**config.mk**
```make
export PLATFORM = sky130hd
export DESIGN_NAME = c8ie_ctrl
export DESIGN_NICKNAME = d
export VERILOG_FILES = /design/src/sv/c8ie_pkg.sv /design/src/sv/c8ie_ctrl.sv
export VERILOG_INCLUDE_DIRS = /design/src /design/src/sv
export SDC_FILE = /design/constraint.sdc
export NUM_CORES = 1
export LEC_CHECK = 0
export BUFFER_PORTS_ARGS = -buffer_cell sky130_fd_sc_hd__buf_2
export CORE_ASPECT_RATIO = 1.75
export CORE_MARGIN = 5
export CORE_UTILIZATION = 48
export DETAILED_ROUTE_END_ITERATION = 10
export PLACE_DENSITY_LB_ADDON = 0.25
export RECOVER_POWER = 100
export SYNTH_ARGS = -nofsm -noshare
export SYNTH_HDL_FRONTEND = slang
export SYNTH_SLANG_ARGS = --single-unit
```
**constraint.sdc**
```tcl
create_clock -name aclk -period 4.45 [get_ports aclk]
set_input_delay 0.445 -clock aclk [delete_from_list [all_inputs] [get_ports aclk]]
set_output_delay 0.445 -clock aclk [all_outputs]
set_load 0.05 [all_outputs]
```
**src/sv/chip8_instruction_executor_assert.svh**
```systemverilog
// assertion macros used by the chip8 executor controller
`ifndef CHIP8_INSTRUCTION_EXECUTOR_ASSERT_SVH
`define CHIP8_INSTRUCTION_EXECUTOR_ASSERT_SVH

// same-cycle implication, clocked on aclk, off during reset
`define C8IE_ASSERT_SAME(name, ante, cons, msg) \
    name: assert property (@(posedge aclk) disable iff (!aresetn) (ante) |-> (cons)) \
        else $error(msg);

// next-cycle implication, clocked on aclk, off during reset
`define C8IE_ASSERT_NEXT(name, ante, cons, msg) \
    name: assert property (@(posedge aclk) disable iff (!aresetn) (ante) |=> (cons)) \
        else $error(msg);

`endif

```
**src/sv/c8ie_pkg.sv**
```systemverilog
// types, opcode codes and font table for the chip8 executor
package c8ie_pkg;

    localparam int MEM_BYTES  = 4096;
    localparam int SCREEN_W   = 64;
    localparam int SCREEN_H   = 32;
    localparam int FONT_BYTES = 80;

    localparam logic [11:0] PC_START  = 12'h200;
    localparam logic [11:0] FONT_BASE = 12'h050;
    localparam logic [11:0] FONT_END  = 12'h0A0;
    localparam logic [11:0] INIT_LAST = 12'hFFF;
    localparam logic [3:0]  REG_VF    = 4'hF;

    localparam logic [7:0] FONT_ROM [FONT_BYTES] = '{
        8'hF0, 8'h90, 8'h90, 8'h90, 8'hF0, 8'h20, 8'h60, 8'h20, 8'h20, 8'h70,
        8'hF0, 8'h10, 8'hF0, 8'h80, 8'hF0, 8'hF0, 8'h10, 8'hF0, 8'h10, 8'hF0,
        8'h90, 8'h90, 8'hF0, 8'h10, 8'h10, 8'hF0, 8'h80, 8'hF0, 8'h10, 8'hF0,
        8'hF0, 8'h80, 8'hF0, 8'h90, 8'hF0, 8'hF0, 8'h10, 8'h20, 8'h40, 8'h40,
        8'hF0, 8'h90, 8'hF0, 8'h90, 8'hF0, 8'hF0, 8'h90, 8'hF0, 8'h10, 8'hF0,
        8'hF0, 8'h90, 8'hF0, 8'h90, 8'h90, 8'hE0, 8'h90, 8'hE0, 8'h90, 8'hE0,
        8'hF0, 8'h80, 8'h80, 8'h80, 8'hF0, 8'hE0, 8'h90, 8'h90, 8'h90, 8'hE0,
        8'hF0, 8'h80, 8'hF0, 8'h80, 8'hF0, 8'hF0, 8'h80, 8'hF0, 8'h80, 8'h80
    };

    // opcode classes (top nibble)
    localparam logic [3:0] OP_SYS   = 4'h0;
    localparam logic [3:0] OP_JP    = 4'h1;
    localparam logic [3:0] OP_CALL  = 4'h2;
    localparam logic [3:0] OP_SE    = 4'h3;
    localparam logic [3:0] OP_SNE   = 4'h4;
    localparam logic [3:0] OP_SEXY  = 4'h5;
    localparam logic [3:0] OP_LD    = 4'h6;
    localparam logic [3:0] OP_ADD   = 4'h7;
    localparam logic [3:0] OP_ALU   = 4'h8;
    localparam logic [3:0] OP_SNEXY = 4'h9;
    localparam logic [3:0] OP_LDI   = 4'hA;
    localparam logic [3:0] OP_RND   = 4'hC;
    localparam logic [3:0] OP_DRW   = 4'hD;
    localparam logic [3:0] OP_MISC  = 4'hF;

    localparam logic [15:0] OP_CLS = 16'h00E0;

    localparam logic [3:0] ALU_MOV  = 4'h0;
    localparam logic [3:0] ALU_OR   = 4'h1;
    localparam logic [3:0] ALU_AND  = 4'h2;
    localparam logic [3:0] ALU_XOR  = 4'h3;
    localparam logic [3:0] ALU_ADD  = 4'h4;
    localparam logic [3:0] ALU_SUB  = 4'h5;
    localparam logic [3:0] ALU_SHR  = 4'h6;
    localparam logic [3:0] ALU_SUBN = 4'h7;
    localparam logic [3:0] ALU_SHL  = 4'hE;

    localparam logic [7:0] MISC_GET_DT = 8'h07;
    localparam logic [7:0] MISC_SET_DT = 8'h15;
    localparam logic [7:0] MISC_ADD_I  = 8'h1E;
    localparam logic [7:0] MISC_FONT   = 8'h29;

    typedef enum logic [1:0] {REQ_WRITE, REQ_READ, REQ_PIXEL, REQ_EXEC} req_t;
    typedef enum logic [1:0] {ST_OK, ST_UNKNOWN, ST_STACK_FULL} status_t;

    typedef enum logic [3:0] {
        S_INIT, S_IDLE, S_REQ, S_MEMRD, S_FETCH_LO, S_OPLO, S_RDVX, S_RDVY,
        S_EXEC, S_FLAG, S_DRAW_RD, S_DRAW_WR, S_FIN, S_DONE
    } state_t;

    typedef enum logic [2:0] {ADDR_REQ, ADDR_PC, ADDR_PC1, ADDR_SPR, ADDR_INIT} addr_sel_t;
    typedef enum logic [1:0] {PC_HOLD, PC_NEXT, PC_SKIP, PC_JUMP} pc_ld_t;
    typedef enum logic [1:0] {I_HOLD, I_NNN, I_ADD, I_FONT} i_ld_t;
    typedef enum logic [2:0] {GR_NN, GR_ADD_NN, GR_ALU, GR_RND, GR_DELAY, GR_FLAG} gr_src_t;

    typedef struct packed {
        logic      cap_req;
        logic      mem_we;
        addr_sel_t addr_sel;
        logic      init_step;
        logic      cap_hi;
        logic      cap_lo;
        logic      cap_vx;
        logic      cap_vy;
        logic      gr_we;
        logic      gr_to_vf;
        gr_src_t   gr_src;
        pc_ld_t    pc_ld;
        i_ld_t     i_ld;
        logic      delay_ld;
        logic      delay_dec;
        logic      push;
        logic      frame_clr;
        logic      row_clr;
        logic      draw_row;
        logic      cap_mem;
        logic      cap_pix;
        logic      out_load;
        status_t   out_status;
    } c8ie_cmd_t;

    typedef struct packed {
        logic        init_done;
        req_t        req_type;
        logic [15:0] op;
        logic        vx_eq_nn;
        logic        vx_eq_vy;
        logic        stack_full;
        logic        rows_done;
    } c8ie_stat_t;

    // power-up content of main memory: font digits, rest zero
    function automatic logic [7:0] font_byte(input logic [11:0] a);
        logic [11:0] off;
        begin
            off = a - FONT_BASE;
            if (a >= FONT_BASE && a < FONT_END) begin
                font_byte = FONT_ROM[off[6:0]];
            end else begin
                font_byte = 8'h00;
            end
        end
    endfunction

endpackage

```
**src/sv/c8ie_ctrl.sv**
```systemverilog
// controller: request sequencing, opcode decode and result handshake
`include "chip8_instruction_executor_assert.svh"

module c8ie_ctrl import c8ie_pkg::*; (
    input  logic       aclk,
    input  logic       aresetn,
    input  logic       s_valid,
    output logic       s_ready,
    output logic       m_valid,
    input  logic       m_ready,
    input  c8ie_stat_t stat,
    output c8ie_cmd_t  cmd
);

    state_t  state_reg, state_next;
    status_t st_reg, st_next;
    logic    m_valid_reg, m_valid_next;
    status_t dec_err;
    state_t  dec_tail;
    logic    slot_free;

    assign slot_free = !m_valid_reg || m_ready;

    // opcode decode: error code and the state after execute
    always_comb begin
        dec_err = ST_OK;
        unique case (stat.op[15:12])
            OP_SYS: begin
                if (stat.op != OP_CLS) begin
                    dec_err = ST_UNKNOWN;
                end
            end
            OP_CALL: begin
                if (stat.stack_full) begin
                    dec_err = ST_STACK_FULL;
                end
            end
            OP_ALU: begin
                unique case (stat.op[3:0]) inside
                    ALU_MOV, ALU_OR, ALU_AND, ALU_XOR, ALU_ADD, ALU_SUB, ALU_SHR,
                    ALU_SUBN, ALU_SHL: dec_err = ST_OK;
                    default: dec_err = ST_UNKNOWN;
                endcase
            end
            OP_MISC: begin
                unique case (stat.op[7:0]) inside
                    MISC_GET_DT, MISC_SET_DT, MISC_ADD_I, MISC_FONT: dec_err = ST_OK;
                    default: dec_err = ST_UNKNOWN;
                endcase
            end
            OP_JP, OP_SE, OP_SNE, OP_SEXY, OP_LD, OP_ADD, OP_SNEXY, OP_LDI, OP_RND,
            OP_DRW: dec_err = ST_OK;
            default: dec_err = ST_UNKNOWN;
        endcase
    end

    always_comb begin
        if (dec_err != ST_OK) begin
            dec_tail = S_DONE;
        end else if (stat.op[15:12] == OP_DRW) begin
            dec_tail = S_DRAW_RD;
        end else if (stat.op[15:12] == OP_ALU && stat.op[3:0] != ALU_MOV
                     && stat.op[3:0] != ALU_OR && stat.op[3:0] != ALU_AND
                     && stat.op[3:0] != ALU_XOR) begin
            dec_tail = S_FLAG;
        end else begin
            dec_tail = S_FIN;
        end
    end

    // next state
    always_comb begin
        state_next = state_reg;
        unique case (state_reg)
            S_INIT:     if (stat.init_done) state_next = S_IDLE;
            S_IDLE:     if (s_valid) state_next = S_REQ;
            S_REQ: begin
                unique case (stat.req_type)
                    REQ_READ: state_next = S_MEMRD;
                    REQ_EXEC: state_next = S_FETCH_LO;
                    default:  state_next = S_DONE;
                endcase
            end
            S_MEMRD:    state_next = S_DONE;
            S_FETCH_LO: state_next = S_OPLO;
            S_OPLO:     state_next = S_RDVX;
            S_RDVX:     state_next = S_RDVY;
            S_RDVY:     state_next = S_EXEC;
            S_EXEC:     state_next = dec_tail;
            S_FLAG:     state_next = S_FIN;
            S_DRAW_RD:  state_next = stat.rows_done ? S_FIN : S_DRAW_WR;
            S_DRAW_WR:  state_next = S_DRAW_RD;
            S_FIN:      state_next = S_DONE;
            S_DONE:     if (slot_free) state_next = S_IDLE;
            default:    state_next = S_INIT;
        endcase
    end

    // outputs
    always_comb begin
        cmd            = '0;
        cmd.out_status = st_reg;
        s_ready        = 1'b0;
        st_next        = st_reg;
        unique case (state_reg)
            S_INIT: begin
                cmd.init_step = !stat.init_done;
                cmd.mem_we    = !stat.init_done;
                cmd.addr_sel  = ADDR_INIT;
            end
            S_IDLE: begin
                s_ready     = 1'b1;
                cmd.cap_req = s_valid;
                if (s_valid) begin
                    st_next = ST_OK;
                end
            end
            S_REQ: begin
                unique case (stat.req_type)
                    REQ_WRITE: begin
                        cmd.mem_we   = 1'b1;
                        cmd.addr_sel = ADDR_REQ;
                    end
                    REQ_READ:  cmd.addr_sel = ADDR_REQ;
                    REQ_PIXEL: cmd.cap_pix  = 1'b1;
                    default:   cmd.addr_sel = ADDR_PC;
                endcase
            end
            S_MEMRD: cmd.cap_mem = 1'b1;
            S_FETCH_LO: begin
                cmd.cap_hi   = 1'b1;
                cmd.addr_sel = ADDR_PC1;
            end
            S_OPLO: cmd.cap_lo = 1'b1;
            S_RDVX: cmd.cap_vx = 1'b1;
            S_RDVY: cmd.cap_vy = 1'b1;
            S_EXEC: begin
                st_next = dec_err;
                if (dec_err == ST_OK) begin
                    cmd.pc_ld = PC_NEXT;
                    unique case (stat.op[15:12])
                        OP_SYS:   cmd.frame_clr = 1'b1;
                        OP_JP:    cmd.pc_ld = PC_JUMP;
                        OP_CALL: begin
                            cmd.push  = 1'b1;
                            cmd.pc_ld = PC_JUMP;
                        end
                        OP_SE:    cmd.pc_ld = stat.vx_eq_nn ? PC_SKIP : PC_NEXT;
                        OP_SNE:   cmd.pc_ld = stat.vx_eq_nn ? PC_NEXT : PC_SKIP;
                        OP_SEXY:  cmd.pc_ld = stat.vx_eq_vy ? PC_SKIP : PC_NEXT;
                        OP_SNEXY: cmd.pc_ld = stat.vx_eq_vy ? PC_NEXT : PC_SKIP;
                        OP_LD: begin
                            cmd.gr_we  = 1'b1;
                            cmd.gr_src = GR_NN;
                        end
                        OP_ADD: begin
                            cmd.gr_we  = 1'b1;
                            cmd.gr_src = GR_ADD_NN;
                        end
                        OP_ALU: begin
                            cmd.gr_we  = 1'b1;
                            cmd.gr_src = GR_ALU;
                        end
                        OP_LDI:   cmd.i_ld = I_NNN;
                        OP_RND: begin
                            cmd.gr_we  = 1'b1;
                            cmd.gr_src = GR_RND;
                        end
                        OP_DRW:   cmd.row_clr = 1'b1;
                        OP_MISC: begin
                            unique case (stat.op[7:0])
                                MISC_GET_DT: begin
                                    cmd.gr_we  = 1'b1;
                                    cmd.gr_src = GR_DELAY;
                                end
                                MISC_SET_DT: cmd.delay_ld = 1'b1;
                                MISC_ADD_I:  cmd.i_ld = I_ADD;
                                default:     cmd.i_ld = I_FONT;
                            endcase
                        end
                        default: cmd.pc_ld = PC_HOLD;
                    endcase
                end
            end
            S_FLAG: begin
                cmd.gr_we    = 1'b1;
                cmd.gr_to_vf = 1'b1;
                cmd.gr_src   = GR_FLAG;
            end
            S_DRAW_RD: cmd.addr_sel  = ADDR_SPR;
            S_DRAW_WR: cmd.draw_row  = 1'b1;
            S_FIN:     cmd.delay_dec = 1'b1;
            S_DONE:    cmd.out_load  = slot_free;
            default:   cmd.out_load  = 1'b0;
        endcase
    end

    assign m_valid_next = cmd.out_load ? 1'b1 : (m_ready ? 1'b0 : m_valid_reg);

    always_ff @(posedge aclk) begin
        if (!aresetn) begin
            state_reg   <= S_INIT;
            st_reg      <= ST_OK;
            m_valid_reg <= 1'b0;
        end else begin
            state_reg   <= state_next;
            st_reg      <= st_next;
            m_valid_reg <= m_valid_next;
        end
    end

    assign m_valid = m_valid_reg;

    `C8IE_ASSERT_SAME(a_ready_after_init, s_ready, stat.init_done, "transaction taken before memory init")
    `C8IE_ASSERT_SAME(a_load_slot_free, cmd.out_load, (!m_valid_reg || m_ready), "result overwrites pending transaction")
    `C8IE_ASSERT_NEXT(a_one_in_flight, (s_valid && s_ready), !s_ready, "second transaction taken while busy")
    `C8IE_ASSERT_SAME(a_err_no_update, (state_reg == S_EXEC && dec_err != ST_OK), (cmd.pc_ld == PC_HOLD && !cmd.frame_clr && !cmd.gr_we && !cmd.push), "failed execute changes state")

endmodule

```
After elaboration in Yosys (flattened, before gate mapping):

Cells that the tools add are included.

* bits of input ports: 27
* register bits after elaboration: 7

* equality and inequality tests: 48
* reductions and logical operators: 27
* muxes and demuxes: 59

Operator list (number)
* $eq 4x4->1 const B: 13
* $pmux 4 s13: 1
* $eq 4x3->1 const B: 12
* $mux 1: 28
* $eq 4x2->1 const B: 6
* $pmux 3 s4: 2
* $mux 3: 7
* $eq 8x5->1 const B: 2
* $ne 16x8->1 const B: 1
* $eq 4x1->1 const B: 3
* $logic_not 4->1: 3
* $mux 2: 6
* $mux 4: 3
* $pmux 2 s2: 3
* $pmux 2 s6: 1
* $pmux 2 s5: 1
* $reduce_or 10->1: 1
* $reduce_or 9->1: 1
* $eq 8x3->1 const B: 1
* $eq 8x6->1 const B: 1
* $mux 8: 1
* $ne 4x2->1 const B: 2
* $pmux 4 s2: 1
* $reduce_or 4->1: 2
* 18 further kinds: 32

Longest topological paths before layout:

Gate-level depths: netlist of run 1.

* depth in word-level cells: 9
* mapped depth: 7
* gate-level depth less buffers: 5

Worst setup path after synthesis of run 1:

Ideal clock, no wire load.

* kind: reg-to-output
* start: reg state_reg[3]
* end: out cmd[29] in the netlist's numbering
* setup slack: 1087 ps
* stages on the path, launching flop included: 5
* data arrival time: 2918 ps
* data required time: 4005 ps
* cell sequence: dfxtp_1 > buf_2 > nor4b_1 > nand2_1 > inv_1

RTL lines
* start, declared: RTL line c8ie_ctrl.sv:15 `state_t state_reg, state_next;`
* start signal, assigned: RTL line c8ie_ctrl.sv:206 `state_reg <= state_next;`
* end, declared: RTL line c8ie_ctrl.sv:12 `output c8ie_cmd_t cmd`

==> results of run 1 <==
-- cell families (layout without fill, tap and decap cells) --
kind of cell	Yosys count	count (layout)
muxes	2	2
buffers and inverters	22	71
AOI/OAI and AO/OA	49	49
adders and majority gates	1	1
DFF	7	7
xor gates and xnor gates	2	2
and+or+nand+nor	90	90
-- power by group through the flow --
stage | sequential [W] | combinational, W | clock, W
after floorplan | 0.0000822 | 0.000306 | 0
after global placement | 0.000121 | 0.000339 | 0
after detailed placement | 0.000121 | 0.000343 | 0
after CTS | 0.000120 | 0.000344 | 0.0000931
after global routing | 0.000127 | 0.000361 | 0.0000976
final | 0.000122 | 0.000333 | 0.0000913
-- metal layers --
metal | wire length [um] | vias up | GRT usage [%]
met5 | 0 | - | 0
met4 | 101 | 0 | 9.49
li1 | - | 731 | -
met3 | 165 | 11 | 2.94
met2 | 1910 | 48 | 39.7
met1 | 1310 | 688 | 22.8
-- worst max-delay path, delay by kind of cell --
kind | cells | cell delay [ns]
simple gates | 2 | 1.33
compound gates | 2 | 0.38
buf+inv | 2 | 0.61
-- final timing paths --
| check | endpoint | slack, ns | cells past startpoint |
|---|---|---|---|
| worst max-delay path | cmd[12] | 1.25 | 6 |
| worst min-delay path | st_reg[0] | 0.47 | 2 |
| worst max register to register | state_reg[0] | 2.30 | 5 |
| worst min register to register | st_reg[0] | 0.47 | 2 |
-- cells in the mapped netlist, types with 2 or more instances --
master | instances | area share [%]
and3_1 | 2 | 1.1
nor3_1 | 11 | 5.0
a21boi_1 | 4 | 2.7
o21ai_0 | 11 | 5.0
nand4_1 | 2 | 1.1
nor4_1 | 2 | 1.1
mux2i_1 | 2 | 1.8
xor2_1 | 2 | 1.6
buf_2 | 3 | 1.4
o21ai_1 | 3 | 1.4
nand2b_1 | 7 | 4.0
dfxtp_1 | 7 | 13
clkbuf_1 | 8 | 2.7
a31oi_1 | 2 | 1.1
nor2b_1 | 5 | 2.8
inv_1 | 9 | 3.1
o31ai_1 | 2 | 1.4
nand2_1 | 18 | 6.1
a221oi_1 | 2 | 1.6
a211oi_1 | 2 | 1.4
nor4b_2 | 2 | 2.7
nor2_1 | 28 | 9.6
nand3_1 | 3 | 1.4
or3_1 | 2 | 1.1
a21oi_1 | 7 | 3.2
-- layout make-up --
class | instances | area [um2] | area share, %
multi-input cells | 144 | 856 | 63.0
clock buffers | 4 | 45.0 | 3.32
repair buffers | 58 | 251 | 18.5
flip-flops and latches | 7 | 140 | 10.3
inverters | 9 | 33.8 | 2.49
well taps | 25 | 31.3 | 2.30
-- cells in the final DEF, fill, tap and decap left out, types with 2 or more instances in the layout --
cell type / n
clkbuf_8: 3
o21ai_1: 2
mux2i_1: 2
a31oi_1: 2
nand2_1: 18
a21boi_0: 4
a221oi_1: 2
and3_1: 2
or3_1: 2
a211oi_1: 2
nand4_1: 2
nand3_1: 3
inv_1: 9
o21ai_0: 12
nor4_1: 2
nor2b_1: 5
a21oi_1: 7
o31ai_1: 2
xor2_1: 2
buf_2: 27
dfxtp_1: 7
clkbuf_1: 32
nor2_1: 28
nor3_1: 11
nor4b_1: 2
nand2b_1: 7
-- stage by stage --
step           area (um2)  instances  total power, W  hold slack [ns]
5_1_grt              1360        247        0.000586            0.512
2_1_floorplan        1100        173        0.000388            0.578
3_5_place_dp         1360        243        0.000464            0.449
4_1_cts              1400        247        0.000557            0.455
6_report             1360        247        0.000547            0.472
3_3_place_gp         1360        243        0.000460            0.449
==> summary.txt, run 1 <==
run status: finished clean
total nets after synthesis: 200
hpwl dp: 2.78 mm
antenna violation net count after detailed routing: 0
Final Util: 60.5%
Synth Area per Inst: 6.36 um2
CTS hold repair buffers: 0
Least-Margin Pin Slew: 0.753 ns
net switching share of the total power: 58.9%
post-route fraction of the period consumed by the critical path: 72.0%
detail-routed net length per standard cell: 14.1 um
Ant. Diodes: 0
y dimension of the die: 73.3 um
CTS-repair resized insts: 0
CP Class: input port to primary output
gr usage total: 21.6%
count of synthesis-stage warnings from yosys: 0
startpoint kind of the worst setup timing path: input port
count of standard-cell rows: 23
register bit count reported by yosys: 7
number of enable-type register cells in the synthesized netlist: 0
root buffer cell: clkbuf_8
Critical Path Max Stage Delay: 0.68 ns
first-pass detailed-route iteration total: 4
number of antenna violations at the first check in global routing: 0
Peak supply drop: 0.000211 V
basic-gate share of the synthesized area counting and, or, nand and nor cells: 43.2%
layout cell share with drive strength beyond 1: 16.2%
wire length of the first global-routing pass: 5.69 mm
detailed-route vias per instance: 5.98
number of buffers added for setup after CTS: 0
clock latency on the worst-skew pair: 0.23 ns
main combinational cell family by area after synthesis: simple AND/OR/NAND/NOR gates
setup-violating endpoint count in the final report: 0
starting DRC count in detailed routing: 56
setup tns final: 0 ns
CTS Buf Count: 3
Compound-Gate Fraction of Synth Area: 30.8%
cell-by-cell listing of the critical path: buf_2, nor4b_1, a21oi_2, or4_4, a311oi_1, clkbuf_1
Worst Path Arrival: 2.76 ns
Layout Skew: 0.000946 ns
setup repair after global routing missed its margin: false
post-placement setup slack: 1.69 ns
depth of the CTS H-tree: 1
type of destination of the critical path: primary output
aggregate global routing overflow: 0
number of distinct library cells after synthesis: 52
port buffer count: 58
Crit Path Max Fanout: 10
full die area: 3390 um2
Die Span X: 46.2 um
detailed-route DRC error count: 0
share of cell area taken by muxes after synthesis: 1.82%
Crit path required time: 4.01 ns
Slew Limit Headroom: 49.1%
cell with the biggest individual delay on the critical path: nor4b_1
Hold Crit Class: flip-flop to flip-flop
switching power of the nets: 0.000322 W
area of the core: 2240 um2
fin. max-slew vios: 0
Leak: 0.511 nW
Synth async-reset ratio: 0%
post-detailed-routing wire length: 3.49 mm
Peak Freq: 0.312 GHz
part of the Yosys area used for sequential elements: 12.7%
CP Launch Point: stat[9]
I/O pin count: 59
TritonCTS clock tree: done
xor/xnor cell area share of the yosys netlist: 1.59%
P&R area growth vs syn: 23.4%
post-synthesis adder-cell area fraction: 0.910%
clock group share of total power: 16.7%
reg2reg start: state_reg[0]
final number of hold-violating endpoints: 0
Cell Area, Synth: 1100 um2
internal power component: 0.000224 W
count of max-cap constraint violations: 0
number of global-route vias before repair: 1,388
maximum buffer depth of the clock tree: 2
Via Count: 1,478
flip-flop count of the largest register, all copies and words added: 4
number of fillers in the final layout: 248
launch instance of the worst min-delay path: st_reg[0]
effective utilization at floorplan: 49.0%
dominant synthesized flop cell: dfxtp_1
worst setup slack after layout: 1.25 ns
Reg power frac: 22.4%
total power density per cell area: 403 nW/um2
Worst-path clk slew: 0.04 ns
Logic pwr share: 60.9%
layout net count: 250
routability congestion estimate: 0.874
Clock Sinks: 7
Cells after Synth: 173
maximum number of pins on one net before global-route repair: 23
Tmin final: 3.20 ns
Power figures use the tool's default switching activity.
==> run 2, diff against run 1 <==
--- a/config.mk
+++ b/config.mk
@@ -6,10 +6,11 @@
 export SDC_FILE = /design/constraint.sdc
 export NUM_CORES = 1
 export LEC_CHECK = 0
+export ABC_AREA = 1
 export BUFFER_PORTS_ARGS = -buffer_cell sky130_fd_sc_hd__buf_2
 export CORE_ASPECT_RATIO = 1.75
 export CORE_MARGIN = 5
-export CORE_UTILIZATION = 48
+export CORE_UTILIZATION = 46
 export DETAILED_ROUTE_END_ITERATION = 10
 export PLACE_DENSITY_LB_ADDON = 0.25
 export RECOVER_POWER = 100
==> constraint.sdc (replaced) <==
create_clock -name aclk -period 3.06 [get_ports aclk]
set_input_delay 0.306 -clock aclk [delete_from_list [all_inputs] [get_ports aclk]]
set_output_delay 0.306 -clock aclk [all_outputs]
set_load 0.05 [all_outputs]
==> summary.txt, run 2 <==
full die area: 3610 um2 (+6.7%)
Crit Path Max Fanout: 6 (-4)
DRT met1 WL: 1.23 mm (-6.3%)
detail-routed net length per standard cell: 11.2 um (-21%)
first-pass detailed-route iteration total: 5 (+1)
type of destination of the critical path: primary output
Synth async-reset ratio: 0% (unchanged)
I/O pin count: 59 (unchanged)
metal3 WL: 221 um (+34%)
Layout Skew: 0.00172 ns (+0.000772 ns)
number of cells on the worst hold path: 3 (+1)
fin. max-slew vios: 0 (unchanged)
Ant. Diodes: 0 (unchanged)
flip-flop count of the largest register, all copies and words added: 4 (unchanged)
leading cell types by count after synthesis: nand2_1, nor2_1, inv_1
post-route fraction of the period consumed by the critical path: 83.3%
depth of the CTS H-tree: 1 (unchanged)
CTS hold repair buffers: 0 (unchanged)
Cells after DPL: 305 (+26%)
run status: finished clean
count of max-cap constraint violations: 0 (unchanged)
Hold Crit Class: input port to flip-flop
total power after layout: 0.000801 W (+47%)
setup repair after global routing missed its margin: false
fin cells: 309 (+25%)
launch instance of the worst min-delay path: aresetn
number of antenna violations at the first check in global routing: 0 (unchanged)
top layer in use: met4
dominant synthesized flop cell: dfxtp_1
area of the core: 2430 um2 (+8.4%)
antenna violation net count after detailed routing: 0 (unchanged)
final standard cell area without fillers: 1460 um2 (+7.4%)
register bit count reported by yosys: 7 (unchanged)
maximum number of pins on one net before global-route repair: 9 (-61%)
Peak Freq: 0.392 GHz
number of enable-type register cells in the synthesized netlist: 0 (unchanged)
routability congestion estimate: 0.921 (+5.4%)
setup-violating endpoint count in the final report: 0 (unchanged)
Worst Reg2Reg Path Length in Cells: 9 (+4)
effective utilization at floorplan: 46.9% (-2.1 points)
reg2reg start: state_reg[3]
number of global-route vias before repair: 1,462 (+5.3%)
wire length of the first global-routing pass: 5.58 mm (-1.8%)
cell-by-cell listing of the critical path: inv_1, nor2_1, inv_2, nor2_1, inv_2, nor3_1, clkbuf_1
Cells after Synth: 222 (+28%)
number of distinct library cells after synthesis: 29 (-44%)
combined area of the multi-input logic cells: 783 um2 (-8.5%)
Via Count: 1,565 (+5.9%)
cell taking the most area after synthesis: nand2_1
gr usage total: 20.4% (-1.2 points)
root buffer cell: clkbuf_8
commonest cells after routing, fill and taps aside: nand2_1, nor2_1, inv_1
port buffer count: 58 (unchanged)
layout cell share with drive strength beyond 1: 21.6% (+5.3 points)
Die Span X: 47.6 um (+3.1%)
starting DRC count in detailed routing: 34 (-39%)
CP Class: flip-flop to primary output
final number of hold-violating endpoints: 0 (unchanged)
y dimension of the die: 75.9 um (+3.5%)
family with the most delay on the worst path: buffers and inverters
total nets after synthesis: 249 (+25%)
Clock Sinks: 7 (unchanged)
Tmin final: 2.55 ns
amount of wire on met2 after detailed routing: 1.93 mm (+0.84%)
library cell with the highest instance count after synthesis: nand2_1
Worst-path clk slew: 0.04 ns (about the same)
startpoint kind of the worst setup timing path: flip-flop
Worst Path Arrival: 2.24 ns (-0.52 ns)
detailed-route vias per instance: 5.06 (-15%)
setup tns final: 0 ns (unchanged)
buffering stage count on the worst path with inverters included: 4 (+2)
Crit path required time: 2.75 ns (-1.26 ns)
Critical Path Max Stage Delay: 0.49 ns (-0.19 ns)
Cell Area, Synth: 1140 um2 (+3.6%)
number of fillers in the final layout: 295 (+19%)
top cell type's share of synthesized area: 16.8% (+4.1 points)
setup slack, reg-to-reg: 1.33 ns (-0.97 ns)
count of synthesis-stage warnings from yosys: 0 (unchanged)
CTS-repair resized insts: 0 (unchanged)
total power density per cell area: 550 nW/um2 (+37%)
count of standard-cell rows: 24 (+4.3%)
combined flip-flop and latch cell area: 140 um2 (unchanged)
aggregate global routing overflow: 0 (unchanged)
area post-placement: 1460 um2 (+7.2%)
P&R area growth vs syn: 27.9%
CTS Buf Count: 3 (unchanged)
clock latency on the worst-skew pair: 0.23 ns (about the same)
worst reg2reg endpoint: st_reg[0]
Synth Area per Inst: 5.13 um2 (-19%)
TritonCTS clock tree: done
hpwl dp: 3.01 mm (+8.1%)
Leak: 0.806 nW (+57%)
cell with the biggest individual delay on the critical path: clkbuf_1
detailed-route DRC error count: 0 (unchanged)
most frequent standard cell in the layout excluding fill and tap cells: nand2_1
maximum buffer depth of the clock tree: 2 (unchanged)
largest cells by area after synthesis: nand2_1, nor2_1, inv_1, dfxtp_1, nand3_1
layout net count: 311 (+24%)
part of the Yosys area used for sequential elements: 12.3% (-0.45 points)
worst min-delay path endpoint: state_reg[2]
Least-Margin Pin Slew: 0.600 ns (-0.153 ns)
number of buffers added for setup after CTS: 0 (unchanged)
Final Util: 59.9% (-0.55 points)
Slew Limit Headroom: 60.2% (+11 points)
post-detailed-routing wire length: 3.45 mm (-1.0%)
Peak supply drop: 0.000313 V (+49%)
==> run 2: cell count changes after synthesis, moves of 5 or more <==
cell,delta
nor2b_1,-5
nand2_1,+33
nor2_1,+19
nand3_1,+6
clkbuf_1,-8
nor2_2,+6
nor3_1,-6
nand2b_1,-7
inv_2,+9
inv_1,+34
==> run 2: worst max path at each step <==
stage                      start  endpoint  slack, ns  cells after the start
finish              state_reg[3]   cmd[14]       0.51                      7
global route        state_reg[3]    cmd[7]       0.33                      9
CTS                 state_reg[3]   cmd[12]       0.80                      9
detailed placement       stat[4]   cmd[12]       1.01                     13
global placement         stat[4]   cmd[10]       1.02                     13
floorplan                stat[6]   cmd[13]       0.67                      8
==> run 2: logic make-up (layout without fill, tap and decap cells) <==
| group | after synthesis | in the layout | share of synthesized area (%) |
|---|---|---|---|
| XOR/XNOR | 1 | 1 | 0.769 |
| AO/OA/AOI/OAI | 28 | 28 | 15.6 |
| AND/OR/NAND/NOR | 133 | 133 | 53.6 |
| flip-flops | 7 | 7 | 12.3 |
| buffers and inverters | 53 | 114 | 17.8 |
==> run 2: area by class of cell <==
type	instances	share of cell area (%)
flip-flops and latches	7	9.61
inverters	52	13.4
repair buffers	58	17.9
clock buffers	4	3.09
multi-input cells	162	53.7
well taps	26	2.23
==> run 2: metal layers <==
metal	global-route usage, %	vias to the layer above
met5	0	-
met4	8.68	0
met3	1.65	8
met2	41.5	61
met1	18.9	681
li1	-	815
==> run 2: worst register-to-register path, delay by kind of cell (launching register included) <==
kind	cells	cell delay, ns
AO/OA/AOI/OAI	2	0.17
buffers and inverters	4	0.40
flip-flops	1	0.43
AND/OR/NAND/NOR	3	0.63
==> run 2: metrics by stage <==
stage | worst slack, ns | hold slack, ns
finish | 0.510 | 0.299
global route | 0.328 | 0.332
CTS | 0.804 | 0.299
detailed placement | 1.01 | 0.459
global placement | 1.02 | 0.456
floorplan | 0.665 | 0.404
==> run 2: power breakdown <==
part,internal [W],switching [W]
Clock,0.0000901,0.0000403
Sequential,0.000108,0.0000229
Combinational,0.000125,0.000415
==> run 3, diff against run 2 <==
--- a/config.mk
+++ b/config.mk
@@ -10,7 +10,7 @@
 export BUFFER_PORTS_ARGS = -buffer_cell sky130_fd_sc_hd__buf_2
 export CORE_ASPECT_RATIO = 1.75
 export CORE_MARGIN = 5
-export CORE_UTILIZATION = 46
+export CORE_UTILIZATION = 41
 export DETAILED_ROUTE_END_ITERATION = 10
 export PLACE_DENSITY_LB_ADDON = 0.25
 export RECOVER_POWER = 100
==> constraint.sdc (replaced) <==
create_clock -name aclk -period 2.15 [get_ports aclk]
set_input_delay 0.215 -clock aclk [delete_from_list [all_inputs] [get_ports aclk]]
set_output_delay 0.215 -clock aclk [all_outputs]
set_load 0.05 [all_outputs]
==> summary.txt, run 3 (same netlist as run 2, synthesis figures left out) <==
area of the core: 2690 um2 (+11%)
y dimension of the die: 79.8 um (+5.1%)
detail-routed net length per standard cell: 11.1 um (-0.96%)
Worst Reg2Reg Path Length in Cells: 9 (unchanged)
TritonCTS clock tree: done
Clock Sinks: 7 (unchanged)
fin. max-slew vios: 0 (unchanged)
Cells after DPL: 306 (+0.33%)
startpoint kind of the worst setup timing path: flip-flop
root buffer cell: clkbuf_8
Ant. Diodes: 0 (unchanged)
count of standard-cell rows: 25 (+4.2%)
commonest cells after routing, fill and taps aside: nand2_1, nor2_1, inv_1
number of cells on the worst hold path: 3 (unchanged)
first-pass detailed-route iteration total: 4 (-1)
internal power component: 0.000467 W (+44%)
run status: finished clean
count of max-cap constraint violations: 0 (unchanged)
full die area: 3980 um2 (+10%)
type of destination of the critical path: primary output
clock latency on the worst-skew pair: 0.22 ns (about the same)
worst reg2reg endpoint: st_reg[0]
fin cells: 310 (+0.32%)
reg2reg start: state_reg[0]
hpwl dp: 3.01 mm (about the same)
Via Count: 1,549 (-1.0%)
port buffer count: 58 (unchanged)
most frequent standard cell in the layout excluding fill and tap cells: nand2_1
worst setup slack after layout: 0.162 ns (-0.349 ns)
post-placement setup slack: 0.275 ns (-0.732 ns)
Layout Skew: 0.00205 ns (+0.000331 ns)
launch instance of the worst min-delay path: aresetn
switching power of the nets: 0.000686 W (+43%)
gr usage total: 17.1% (-3.3 points)
effective utilization at floorplan: 42.4% (-4.5 points)
Hold Crit Class: input port to flip-flop
Slew Limit Headroom: 59.8% (-0.33 points)
CP Launch Point: state_reg[0]
number of global-route vias before repair: 1,375 (-6.0%)
depth of the CTS H-tree: 1 (unchanged)
I/O pin count: 59 (unchanged)
CTS hold repair buffers: 0 (unchanged)
Crit Path Max Fanout: 6 (unchanged)
Least-Margin Pin Slew: 0.605 ns (+0.00494 ns)
Leak: 0.829 nW (+2.9%)
aggregate global routing overflow: 0 (unchanged)
setup slack, reg-to-reg: 0.56 ns (-0.77 ns)
flip-flop count of the largest register, all copies and words added: 4 (unchanged)
setup-violating endpoint count in the final report: 0 (unchanged)
Logic pwr share: 67.8% (+0.5 points)
capturing element of the worst setup path: cmd[16]
Worst Path Arrival: 1.77 ns (-0.47 ns)
Tmin final: 1.99 ns
net switching share of the total power: 59.5% (-0.16 points)
antenna violation net count after detailed routing: 0 (unchanged)
Peak Freq: 0.503 GHz
CTS Buf Count: 3 (unchanged)
Reg power frac: 16.4% (about the same)
starting DRC count in detailed routing: 39 (+15%)
maximum buffer depth of the clock tree: 2 (unchanged)
detailed-route vias per instance: 5.00 (-1.3%)
final number of hold-violating endpoints: 0 (unchanged)
number of antenna violations at the first check in global routing: 0 (unchanged)
routability congestion estimate: 0.890 (-3.4%)
Die Span X: 49.9 um (+4.7%)
Crit path required time: 1.93 ns (-0.82 ns)
Peak supply drop: 0.000771 V (+150%)
post-route fraction of the period consumed by the critical path: 92.5%
setup tns final: 0 ns (unchanged)
post-detailed-routing wire length: 3.43 mm (-0.64%)
detailed-route DRC error count: 0 (unchanged)
total power density per cell area: 775 nW/um2 (+41%)
Worst-path clk slew: 0.04 ns (about the same)
maximum number of pins on one net before global-route repair: 9 (unchanged)
setup repair after global routing missed its margin: false
wire length of the first global-routing pass: 5.60 mm (+0.36%)
layout net count: 311 (unchanged)
layout cell share with drive strength beyond 1: 26.1% (+4.6 points)
CP Class: flip-flop to primary output
P&R area growth vs syn: 30.5%
clock group share of total power: 15.8% (-0.5 points)
## run 3: repair_timing
action / CTS / global route
endpoints found under the setup margin: 0 / 8
buffers inserted: 0 / 0
gates resized for setup: 0 / 3
## run 3: worst min path at each step
stage	endpoint	slack [ns]
after floorplan	state_reg[2]	0.31
after global placement	state_reg[2]	0.44
after detailed placement	state_reg[2]	0.45
after CTS	state_reg[2]	0.22
after global routing	state_reg[3]	0.22
final	state_reg[2]	0.22
## run 3: area by class of cell
cell class	instances	area, um2
Fill cell	333	1200
Multi-Input combinational cell	162	798
Timing Repair Buffer	58	275
Inverter	52	195
Sequential cell	7	140
Clock buffer	4	45.0
Tap cell	27	33.8
## run 3: power by group through the flow
stage | sequential [W] | combinational [W] | clock (W)
floorplan | 0.000182 | 0.000621 | 0
global placement | 0.000187 | 0.000809 | 0
detailed placement | 0.000188 | 0.000808 | 0
CTS | 0.000186 | 0.000811 | 0.000186
global route | 0.000192 | 0.000851 | 0.000200
finish | 0.000189 | 0.000781 | 0.000182
## run 3: metrics by stage
step	power [W]	util (%)	hold WS (ns)	area, um2
after floorplan	0.000803	-	0.313	1150
after global placement	0.000996	54.5	0.444	1470
after detailed placement	0.000996	54.5	0.446	1470
after CTS	0.00118	56.2	0.217	1510
after global routing	0.00124	55.3	0.224	1490
final	0.00115	55.3	0.221	1490
## run 3: critical path: stages, from the launching register on
cell and delay [ns]:
dfxtp_1 0.37, nor2_2 0.19, inv_2 0.10, nor2_4 0.17
inv_2 0.10, nor2_4 0.14, inv_2 0.07, nor3_2 0.10
clkbuf_2 0.29
## run 3: per-layer routing
layer  share of wire [%]  GRT usage (%)
met4                 1.9           6.04
met3                 7.7           2.80
met2                  55           34.6
met5                   0              0
met1                  35           16.3
